File: config.mk
export PLATFORM = sky130hd
export DESIGN_NAME = skvt_cell
export DESIGN_NICKNAME = d
export VERILOG_FILES = /design/src/hdl/skvt_pkg.sv /design/src/hdl/skvt_cell.sv
export SDC_FILE = /design/constraint.sdc
export NUM_CORES = 1
export LEC_CHECK = 0
export BUFFER_PORTS_ARGS = -buffer_cell sky130_fd_sc_hd__buf_2
export CAP_MARGIN = 20
export CORE_MARGIN = 2
export CORE_UTILIZATION = 30
export DETAILED_ROUTE_END_ITERATION = 10
export PLACE_DENSITY = 0.71
export SLEW_MARGIN = 30
export SYNTH_ARGS = -nofsm -noshare
export SYNTH_HDL_FRONTEND = slang
export SYNTH_SLANG_ARGS = --single-unit
File: constraint.sdc
create_clock -name i_clk -period 4.89 [get_ports i_clk]
set_input_delay 0.489 -clock i_clk [delete_from_list [all_inputs] [get_ports i_clk]]
set_output_delay 0.489 -clock i_clk [all_outputs]
set_load 0.02 [all_outputs]
File: src/hdl/skvt_pkg.sv
// Shared types and constants for the sorted key/value table.
`timescale 1ns / 1ps

package skvt_pkg;

    // Field widths of the request and result words
    localparam int KEY_BITS   = 32;
    localparam int VALUE_BITS = 32;
    localparam int TOTAL_BITS = 7;

    typedef logic signed [KEY_BITS-1:0] t_key;
    typedef logic [VALUE_BITS-1:0]      t_value;
    typedef logic [TOTAL_BITS-1:0]      t_total;

    typedef enum logic [1:0] {
        ACT_INSERT = 2'd0,
        ACT_SEARCH = 2'd1,
        ACT_REMOVE = 2'd2,
        ACT_NONE   = 2'd3
    } t_action;

    typedef enum logic [1:0] {
        STS_OK      = 2'd0,
        STS_DUP     = 2'd1,
        STS_MISSING = 2'd2,
        STS_FULL    = 2'd3
    } t_status;

    typedef enum logic {
        ST_IDLE   = 1'b0,
        ST_UPDATE = 1'b1
    } t_state;

    // Request and result payloads
    typedef struct packed {
        t_action action;
        t_key    key;
        t_value  value;
    } t_req;

    typedef struct packed {
        t_status status;
        t_value  found_value;
        t_total  entry_total;
    } t_rsp;

    // Per-cell compare flags: stored key below probe key, stored key equal
    typedef struct packed {
        logic lt;
        logic eq;
    } t_cmp_flags;

    // Chain-wide shift commands
    typedef struct packed {
        logic ins;
        logic del;
    } t_chain_ctl;

endpackage

File: src/hdl/skvt_cell.sv
// One slot of the sorted chain: holds a pair, compares it and shifts it.
`timescale 1ns / 1ps

module skvt_cell (
    input  logic                i_clk,
    input  logic                i_cmp_en,
    input  logic                i_occupied,
    input  skvt_pkg::t_key      i_probe_key,
    input  skvt_pkg::t_chain_ctl i_ctl,
    input  logic                i_left_lt,
    input  skvt_pkg::t_key      i_left_key,
    input  skvt_pkg::t_value    i_left_value,
    input  skvt_pkg::t_key      i_right_key,
    input  skvt_pkg::t_value    i_right_value,
    input  skvt_pkg::t_key      i_new_key,
    input  skvt_pkg::t_value    i_new_value,
    output skvt_pkg::t_key      o_key,
    output skvt_pkg::t_value    o_value,
    output skvt_pkg::t_cmp_flags o_flags
);

    skvt_pkg::t_key       r_key;
    skvt_pkg::t_value     r_value;
    skvt_pkg::t_cmp_flags r_flags;
    skvt_pkg::t_key       n_key;
    skvt_pkg::t_value     n_value;
    skvt_pkg::t_cmp_flags n_flags;

    // Compare the stored key against the probe key on a request transfer
    always_comb begin
        n_flags = r_flags;
        if (i_cmp_en) begin
            n_flags.lt = i_occupied && (r_key < i_probe_key);
            n_flags.eq = i_occupied && (r_key == i_probe_key);
        end
    end

    // Shift: slots at or above the insert point move up, those at or
    // above the removed slot pull from the right neighbour
    always_comb begin
        n_key   = r_key;
        n_value = r_value;
        if (i_ctl.ins && !r_flags.lt) begin
            if (i_left_lt) begin
                n_key   = i_new_key;
                n_value = i_new_value;
            end else begin
                n_key   = i_left_key;
                n_value = i_left_value;
            end
        end else if (i_ctl.del && !r_flags.lt) begin
            n_key   = i_right_key;
            n_value = i_right_value;
        end
    end

    always_ff @(posedge i_clk) begin
        r_key   <= n_key;
        r_value <= n_value;
        r_flags <= n_flags;
    end

    assign o_key   = r_key;
    assign o_value = r_value;
    assign o_flags = r_flags;

endmodule

==> flow_summary.yaml, run 1 <==
power_and_ir_drop:
  p_switching_uw: 534
  p_leak_uw: 0.00316
  seqPwrFrac_pct: 41.1
  combPwrFrac_pct: 27.1
  intPower_uw: 1250
  switching_share_pct: 29.9
  power.density_nw_per_um2: 294
  ir_drop_v: 0.000151
  clockPowerShare_pct: 31.8
detailed_routing:
  route.met2.wl_um: 6460
  wl_per_cell_um: 14.1
  routed_wl_um: 12300
  wl_met3_um: 918
  wl_met1_um: 4690
  drt_iter0_drc: 101
  top_layer: "met4"
  dr.pass1.iters: 4
  vias: 3888
  drc: 0
  vias_per_cell: 4.46
  ant_nets: 0
cts:
  clk_latency_ps: 330
  cts.clk_slew.worst_paths_ps: 50
  ctsResizeCount: 0
  htree_levels: 3
  cts_setup_buffers: 0
  tritoncts: "built"
  clockBufferDepth: 2
  clock-sinks: 66
  hold_buffers: 0
  numCtsBuffers: 9
  cts-root-buf: "clkbuf_16"
die:
  die_area_um2: 14800
  die_h_um: 121
  fp.dieW_um: 121
  rows: 42
  design.portCount: 296
  core_area_um2: 13300
  initial_core_util_pct: 31.0
cells_and_area:
  diodes: 0
  n_fill_cell: 1349
  fin_util_pct: 45.5
  seq_area_um2: 1980
  drive_above_1_share_pct: 45.9
  synthToLayoutAreaGrowth_pct: 46.7
  nets: 952
  multi_input_area_um2: 1950
global_routing:
  grt_pass1_wl_um: 18500
  grt_max_degree: 72
  grt_pass1_vias: 3830
  overflow: 0
  grt_antenna_before_repair: 0
  grtUsageTotal_pct: 16.8
run:
  drv_cap: 0
critical_path:
  rrSetupSlack_ps: 2810
  r2r_start: "o_key[31]"
  crit_path_max_incr_delay_ps: 570
  cp.required_ps: 4960
  path_cells: "ha_1 -> nand4_1 -> nor4_1 -> nor2_1 -> a21oi_2 -> mux2i_1"
  critPathKind: "flop to flop"
  rr_endpoint: "o_flags[1]"
  worstPathArrival_ps: 2150
  slowest_stage: "nor4_1"
  end_kind: "flop"
  r2r_cells: 6
  cp_max_fo: 3
  cp-start-kind: "flop"
place:
  place.gp.congestion: 0.820
  hpwlAfterDp_um: 10100
  portBuffers: 295
yosys:
  synth_flop_cell: "edfxtp_1"
  synth_warnings: 0
  ys_seq_area_share_pct: 47.9
  ys_async_sr_fraction_pct: 0
  synth_edf_count: 66
  ys_types: 24
  syn_area_um2: 4140
  synthCells: 400
  syn_area_per_cell_um2: 10.3
  synth-seq-cells: 66
  syn-num-nets: 662
hold_path:
  hold_end: "o_flags[1]"
  hold_depth: 1
  min_path_type: "primary input to flop"
  min_from: "i_cmp_en"
timing:
  fin_crit_sh_pct: 42.5
  fin_crit_ps: 2080
  skew_ps: 2.65
  worstMarginPinSlew_ps: 737
  report.final.slew_viol_count: 0
  rsz0062_at_grt: "false"
  setup_tns_ps: 0
  slew_headroom_pct: 50.9
  final-setup-viol-count: 0
  hold_viol_final: 0
  fmax_mhz: 481
outcome:
  outcome: "finished, final reports clean"
==> synthesized netlist by cell type, drive strengths merged (3+ instances only) <==
cell     n  area (um^2)
edfxtp  66         1980
nand4    6         43.8
nor2     4         15.0
ha      32          400
nand2   72          270
clkbuf  10         37.5
a21oi   16         87.6
inv     34          128
mux2i   65          651
buf     11         55.1
nand3    3         15.0
o21ai   69          345
==> worst max-delay path, delay by kind of cell, from the launching register on <==
| family | cells | cell delay [ps] |
|---|---|---|
| simple gates | 3 | 800 |
| flops | 1 | 430 |
| fa+ha+maj | 1 | 360 |
| compound gates | 1 | 140 |
| mux | 1 | 80 |
==> cell usage in the layout (no fill, tap or decap), types with 2 or more instances in the layout <==
cell type / n
buf_2: 294
nand2_1: 72
edfxtp_1: 66
mux2i_1: 65
o21ai_1: 61
inv_1: 34
ha_1: 32
a21oi_1: 14
clkbuf_16: 9
o21ai_0: 8
nand4_1: 5
buf_4: 5
nor2_1: 3
nand3_1: 3
clkbuf_1: 3
clkinv_2: 3
o21a_1: 2
a21o_1: 2
a21oi_2: 2
==> layer usage <==
layer | up-vias | GRT usage (%)
met5 | - | 0
met4 | 0 | 6.90
met3 | 16 | 3.43
met2 | 165 | 31.6
met1 | 1694 | 18.0
li1 | 2013 | -
==> metrics by stage <==
stage | power (uW) | hold slack, ps | instances | cell area (um^2) | worst slack [ps]
after CTS | 1820 | 365 | 870 | 6050 | 2690
after floorplan | 1020 | 601 | 400 | 4140 | 1170
after detailed placement | 1230 | 720 | 854 | 5790 | 2510
final | 1780 | 388 | 871 | 6070 | 2810
after global placement | 1220 | 721 | 854 | 5790 | 2560
after global routing | 1890 | 375 | 871 | 6070 | 2630
==> power by group through the flow <==
stage	registers, uW	clock network (uW)	logic [uW]
floorplan	826	0	198
global placement	744	0	477
detailed placement	747	0	483
CTS	735	595	485
global route	741	616	537
finish	734	567	484
==> layout make-up <==
type | instances | share of cell area (%)
repair buffers | 300 | 25.3
flip-flops and latches | 66 | 32.6
multi-input cells | 279 | 32.1
well taps | 176 | 3.63
clock buffers | 12 | 3.89
clock inverters | 4 | 0.309
inverters | 34 | 2.10
==> kinds of logic after synthesis <==
family | synth area share, %
simple gates | 9.37
mux | 15.7
flops | 47.9
buf+inv | 5.32
compound gates | 12.0
fa+ha+maj | 9.67
==> sequential cells by signal (all words and copies together), names as in the netlist <==
signal / count
o_flags: 2
o_key: 32
o_value: 32
==> worst max-delay path by stage <==
stage / slack, ps / startpoint / cells after the start / to
CTS: 2690 / o_flags[1] / 2 / o_value[5]
global route: 2630 / o_key[31] / 6 / o_flags[1]
detailed placement: 2510 / i_ctl[0] / 4 / o_value[0]
finish: 2810 / o_key[31] / 6 / o_flags[1]
floorplan: 1170 / i_ctl[1] / 2 / o_key[0]
global placement: 2560 / i_ctl[0] / 4 / o_value[5]
Note: power is estimated with default switching activity, not from simulation.
==> inputs of run 2 (changes only) <==
--- a/config.mk
+++ b/config.mk
@@ -10,7 +10,7 @@
 export CORE_MARGIN = 2
 export CORE_UTILIZATION = 30
 export DETAILED_ROUTE_END_ITERATION = 10
-export PLACE_DENSITY = 0.71
+export PLACE_DENSITY = 0.73
 export SLEW_MARGIN = 30
 export SYNTH_ARGS = -nofsm -noshare
 export SYNTH_HDL_FRONTEND = slang
==> constraint.sdc (replaced) <==
create_clock -name i_clk -period 1.7 [get_ports i_clk]
set_input_delay 0.17 -clock i_clk [delete_from_list [all_inputs] [get_ports i_clk]]
set_output_delay 0.17 -clock i_clk [all_outputs]
set_load 0.02 [all_outputs]
==> run 2 against run 1 <==
Routed wire length decreased by 2.6%. The run now ends with setup timing left. Core utilization grew 1.6 points. Clock power grew to 2.8 times the previous value. Combinational power increased to 3.0 times the previous value. Setup slack got worse by 2900 ps. Critical path type unchanged.
==> flow_summary.yaml, run 2 (synthesized netlist as in run 1, its figures left out) <==
cts:
  cts-root-buf: "clkbuf_16"
  hold_buffers: 0
  cts.clk_slew.worst_paths_ps: 50
  clockBufferDepth: 2
  htree_levels: 3
  clock-sinks: 66
  clk_latency_ps: 320
  numCtsBuffers: 9
  tritoncts: "built"
cells_and_area:
  fin_cells: 884
  nets: 965
  layout_commonest_cell: "buf_2"
  drive_above_1_share_pct: 47.6
  synthToLayoutAreaGrowth_pct: 51.9
  n_fill_cell: 1288
  layout_common_cells: "buf_2 (294), nand2_1 (71), edfxtp_1 (66)"
  fin_util_pct: 47.1
  diodes: 0
timing:
  fin_ws_ps: -80.0
  slew_headroom_pct: 79.2
  fin_crit_sh_pct: 105
  final-setup-viol-count: 1
  report.final.slew_viol_count: 0
  hold_viol_final: 0
  worstMarginPinSlew_ps: 303
  rsz0062_at_grt: "true"
  fmax_mhz: 562
  skew_ps: 3.36
  fin_crit_ps: 1780
global_routing:
  grtUsageTotal_pct: 16.0
  overflow: 0
  grt_pass1_vias: 3837
  grt_antenna_before_repair: 0
  grt_pass1_wl_um: 18200
  grt_max_degree: 63
hold_path:
  hold_end: "o_flags[0]"
  hold_depth: 1
  min_from: "i_cmp_en"
  min_path_type: "primary input to flop"
power_and_ir_drop:
  seqPwrFrac_pct: 40.7
  p_leak_uw: 0.00325
  ir_drop_v: 0.000354
  intPower_uw: 3650
  clockPowerShare_pct: 30.8
  switching_share_pct: 29.5
  combPwrFrac_pct: 28.5
  p_switching_uw: 1530
  power.density_nw_per_um2: 824
critical_path:
  cp.buffers_inverters: 0
  r2r_start: "o_key[11]"
  crit_path_max_incr_delay_ps: 420
  cp_top_family: "simple AND/OR/NAND/NOR gates"
  r2r_cells: 6
  path_cells: "ha_4 -> nand4_1 -> nor4_2 -> a22oi_1 -> a21oi_2 -> mux2i_1"
  worstPathArrival_ps: 1950
  slowest_stage: "edfxtp_1"
  cp_max_fo: 2
  critPathKind: "flop to flop"
  end_kind: "flop"
  rr_endpoint: "o_flags[1]"
  cp.required_ps: 1870
  rrSetupSlack_ps: -80
  cp-start-kind: "flop"
detailed_routing:
  wl_per_cell_um: 13.6
  vias_per_cell: 4.48
  drc: 0
  ant_nets: 0
  vias: 3963
  routed_wl_um: 12000
  dr.pass1.iters: 4
  drt_iter0_drc: 111
die:
  design.portCount: 296
  die_area_um2: 14800
  die_h_um: 121
  initial_core_util_pct: 31.0
  fp.dieW_um: 121
  core_area_um2: 13300
  rows: 42
place:
  hpwlAfterDp_um: 10000
  placed_cells: 867
  dp_slack_ps: -158
  portBuffers: 295
  place.gp.congestion: 0.789
run:
  drv_cap: 0
outcome:
  outcome: "finished, violations left"
  violations: "setup timing"
run 2: cell types whose count changed in the layout (fill, tap and decap cells not counted), sizes merged:
cell and change:
buf +13, clkinv +1, clkbuf -1
run 2: per-layer routing:
metal  share of wire [%]  track usage (%)  vias up
met5                   0                0        -
met4                 1.2             3.95        0
met3                 8.6             4.56        9
met2                  50             29.5      184
met1                  40             18.2     1721
li1                    -                -     2049
run 2: what timing repair did:
| action | 4_1_cts | 5_1_grt |
|---|---|---|
| buffers inserted | 2 | 0 |
| resized for setup | 2 | 1 |
| setup endpoints to repair | 2 | 2 |
| endpoints found under the hold margin | 0 | 0 |
| pin swaps | 7 | 2 |
run 2: worst reg2reg max path: stages (launching register included):
cell	delay (ps)
edfxtp_1	420
ha_4	290
nand4_1	120
nor4_2	320
a22oi_1	130
a21oi_2	160
mux2i_1	190
run 2: power groups by stage:
stage / Clock (uW) / Combinational (uW) / Sequential, uW
4_1_cts: 1660 / 1500 / 2110
2_1_floorplan: 0 / 584 / 2370
3_3_place_gp: 0 / 1470 / 2130
5_1_grt: 1720 / 1630 / 2130
3_5_place_dp: 0 / 1490 / 2140
6_report: 1600 / 1470 / 2110
run 2: layout make-up:
type                            instances  area (um^2)  share of cell area (%)
Inverter                               34          128                    2.03
Clock buffer                           11          233                    3.70
Timing Repair Buffer                  313         1700                    27.1
Multi-Input combinational cell        279         2000                    31.9
Clock inverter                          5         21.3                   0.338
Sequential cell                        66         1980                    31.5
Tap cell                              176          220                    3.50
run 2: worst max-delay path by stage:
stage                    start         end  slack (ps)  cells past startpoint
floorplan           o_flags[1]    o_key[0]        -210                      1
finish               o_key[11]  o_flags[1]         -80                      6
CTS                  o_key[11]  o_flags[1]        -130                      6
global placement     o_key[27]  o_flags[1]        -110                      7
detailed placement   o_key[27]  o_flags[1]        -160                      7
global route         o_key[11]  o_flags[1]        -210                      6
run 2: metrics by stage:
step | cell area (um^2) | hold WS [ps] | total power [uW] | TNS, ps
after floorplan | 4180 | 282 | 2950 | -13800
after global placement | 6010 | 441 | 3610 | -110
after detailed placement | 6010 | 427 | 3630 | -158
after CTS | 6280 | 85.5 | 5270 | -125
after global routing | 6290 | 88.9 | 5490 | -237
final | 6290 | 97.8 | 5180 | -80.0
==> inputs of run 3 (changes only) <==
--- a/config.mk
+++ b/config.mk
@@ -10,7 +10,7 @@
 export CORE_MARGIN = 2
 export CORE_UTILIZATION = 30
 export DETAILED_ROUTE_END_ITERATION = 10
-export PLACE_DENSITY = 0.73
+export PLACE_DENSITY = 0.71
 export SLEW_MARGIN = 30
 export SYNTH_ARGS = -nofsm -noshare
 export SYNTH_HDL_FRONTEND = slang
==> run 3 against run 2 <==
Cell area grew 0.97%. Non-clock buffer count grew 3. Core utilization grew 0.46 points. Critical path depth grew 1. Sequential share of layout area shrank 0.30 points. Critical endpoint unchanged. Critical path type unchanged. Flip-flop and latch count is the same. Via count grew 0.30%. Maximum frequency shrank 2.1%. Clock power grew 11%. The flow still finishes with violations (setup timing). Largest cell class unchanged. Total power grew 3.8%.
==> flow_summary.yaml, run 3 (synthesized netlist as in run 1, its figures left out) <==
die:
  die_area_um2: 14800
  core_area_um2: 13300
  fp.dieW_um: 121
  rows: 42
  design.portCount: 296
  die_h_um: 121
  initial_core_util_pct: 31.0
cts:
  tritoncts: "built"
  numCtsBuffers: 9
  htree_levels: 3
  clk_latency_ps: 320
  cts.clk_slew.worst_paths_ps: 50
  clock-sinks: 66
  clockBufferDepth: 2
  cts-root-buf: "clkbuf_16"
  hold_buffers: 0
critical_path:
  crit_path_max_incr_delay_ps: 440
  cp-start-kind: "flop"
  crit_cells: 7
  rrSetupSlack_ps: -120
  critPathKind: "flop to flop"
  r2r_cells: 7
  rr_endpoint: "o_flags[1]"
  crit_start: "o_key[31]"
  r2r_start: "o_key[31]"
  worstPathArrival_ps: 1890
  cp_top_family: "simple AND/OR/NAND/NOR gates"
  cp.buffers_inverters: 1
  cp.required_ps: 1770
  cp_max_fo: 3
  endpoint: "o_flags[1]"
  path_cells: "ha_4 -> nand4_1 -> nor4_2 -> buf_4 -> nor2_2 -> a21oi_2 -> mux2i_1"
  slowest_stage: "edfxtp_1"
  end_kind: "flop"
timing:
  report.final.slew_viol_count: 0
  final-setup-viol-count: 2
  fmax_mhz: 550
  fin_ws_ps: -117
  fin_crit_sh_pct: 107
  skew_ps: 2.23
  rsz0062_at_grt: "true"
  slew_headroom_pct: 80.7
  worstMarginPinSlew_ps: 288
  setup_tns_ps: -132
  hold_viol_final: 0
  fin_crit_ps: 1820
global_routing:
  grt_max_degree: 66
  grt_pass1_wl_um: 18700
  grtUsageTotal_pct: 16.6
  grt_pass1_vias: 3868
  overflow: 0
  grt_antenna_before_repair: 0
hold_path:
  min_path_type: "primary input to flop"
place:
  hpwlAfterDp_um: 10100
  portBuffers: 295
  placed_cells: 870
  post_dp_cell_area_um2: 6020
  place.gp.congestion: 0.778
detailed_routing:
  vias_per_cell: 4.48
  wl_per_cell_um: 13.9
  dr.pass1.iters: 4
  vias: 3975
  ant_nets: 0
  drt_iter0_drc: 158
  routed_wl_um: 12400
  drc: 0
cells_and_area:
  layout_common_cells: "buf_2 (294), nand2_1 (71), edfxtp_1 (66)"
  layout_commonest_cell: "buf_2"
  fin_cells: 887
  n_fill_cell: 1306
  diodes: 0
  drive_above_1_share_pct: 48.7
  nets: 968
  final_cell_area_um2: 6350
  synthToLayoutAreaGrowth_pct: 53.4
outcome:
  violations: "setup timing"
  outcome: "finished, violations left"
power_and_ir_drop:
  p_leak_uw: 0.00327
  power.density_nw_per_um2: 847
  ir_drop_v: 0.000489
run:
  drv_cap: 0
==> run 3: final cells by class <==
cell class | count | area, um^2 | area share, %
inverter | 34 | 128 | 2.01
clock inverter | 7 | 60.1 | 0.946
tap | 176 | 220 | 3.47
multi-input combinational | 279 | 2020 | 31.9
clock buffer | 9 | 225 | 3.55
timing repair buffer | 316 | 1710 | 27.0
sequential | 66 | 1980 | 31.2
==> run 3: where the power goes <==
part / internal (uW) / switching, uW
combinational: 657 / 829
clock: 1120 / 668
sequential: 2040 / 71.1
==> run 3: worst min path at each step <==
stage | slack (ps) | depth (start not counted) | to | start
after floorplan | 280 | 0 | o_flags[0] | i_cmp_en
after global routing | 70 | 1 | o_flags[0] | i_cmp_en
after global placement | 400 | 1 | o_flags[0] | i_cmp_en
final | 80 | 1 | o_flags[0] | i_cmp_en
after CTS | 70 | 1 | o_flags[0] | i_cmp_en
after detailed placement | 410 | 1 | o_flags[0] | i_cmp_en
==> run 3: repair_timing <==
item / in CTS / in global routing
resized for setup: 3 / 4
setup endpoints to repair: 2 / 2
buffers inserted: 0 / 2
pin swaps: 5 / 7
==> run 3: metrics by stage <==
stage               total power (uW)  utilization [%]  hold slack [ps]  worst slack, ps
floorplan                       2950                -              282             -214
global placement                3610             45.1              402             -237
detailed placement              3640             45.1              408             -253
CTS                             5450             47.4             66.9             -144
global route                    5690             47.6             67.9             -235
finish                          5380             47.6             81.4             -117
==> run 3: per-layer routing <==
metal | track usage (%) | vias up | wire length [um]
met5 | 0 | - | 0
met4 | 6.47 | 0 | 252
met3 | 3.67 | 19 | 1000
met2 | 29.9 | 190 | 6210
met1 | 19.0 | 1715 | 4910
li1 | - | 2051 | -
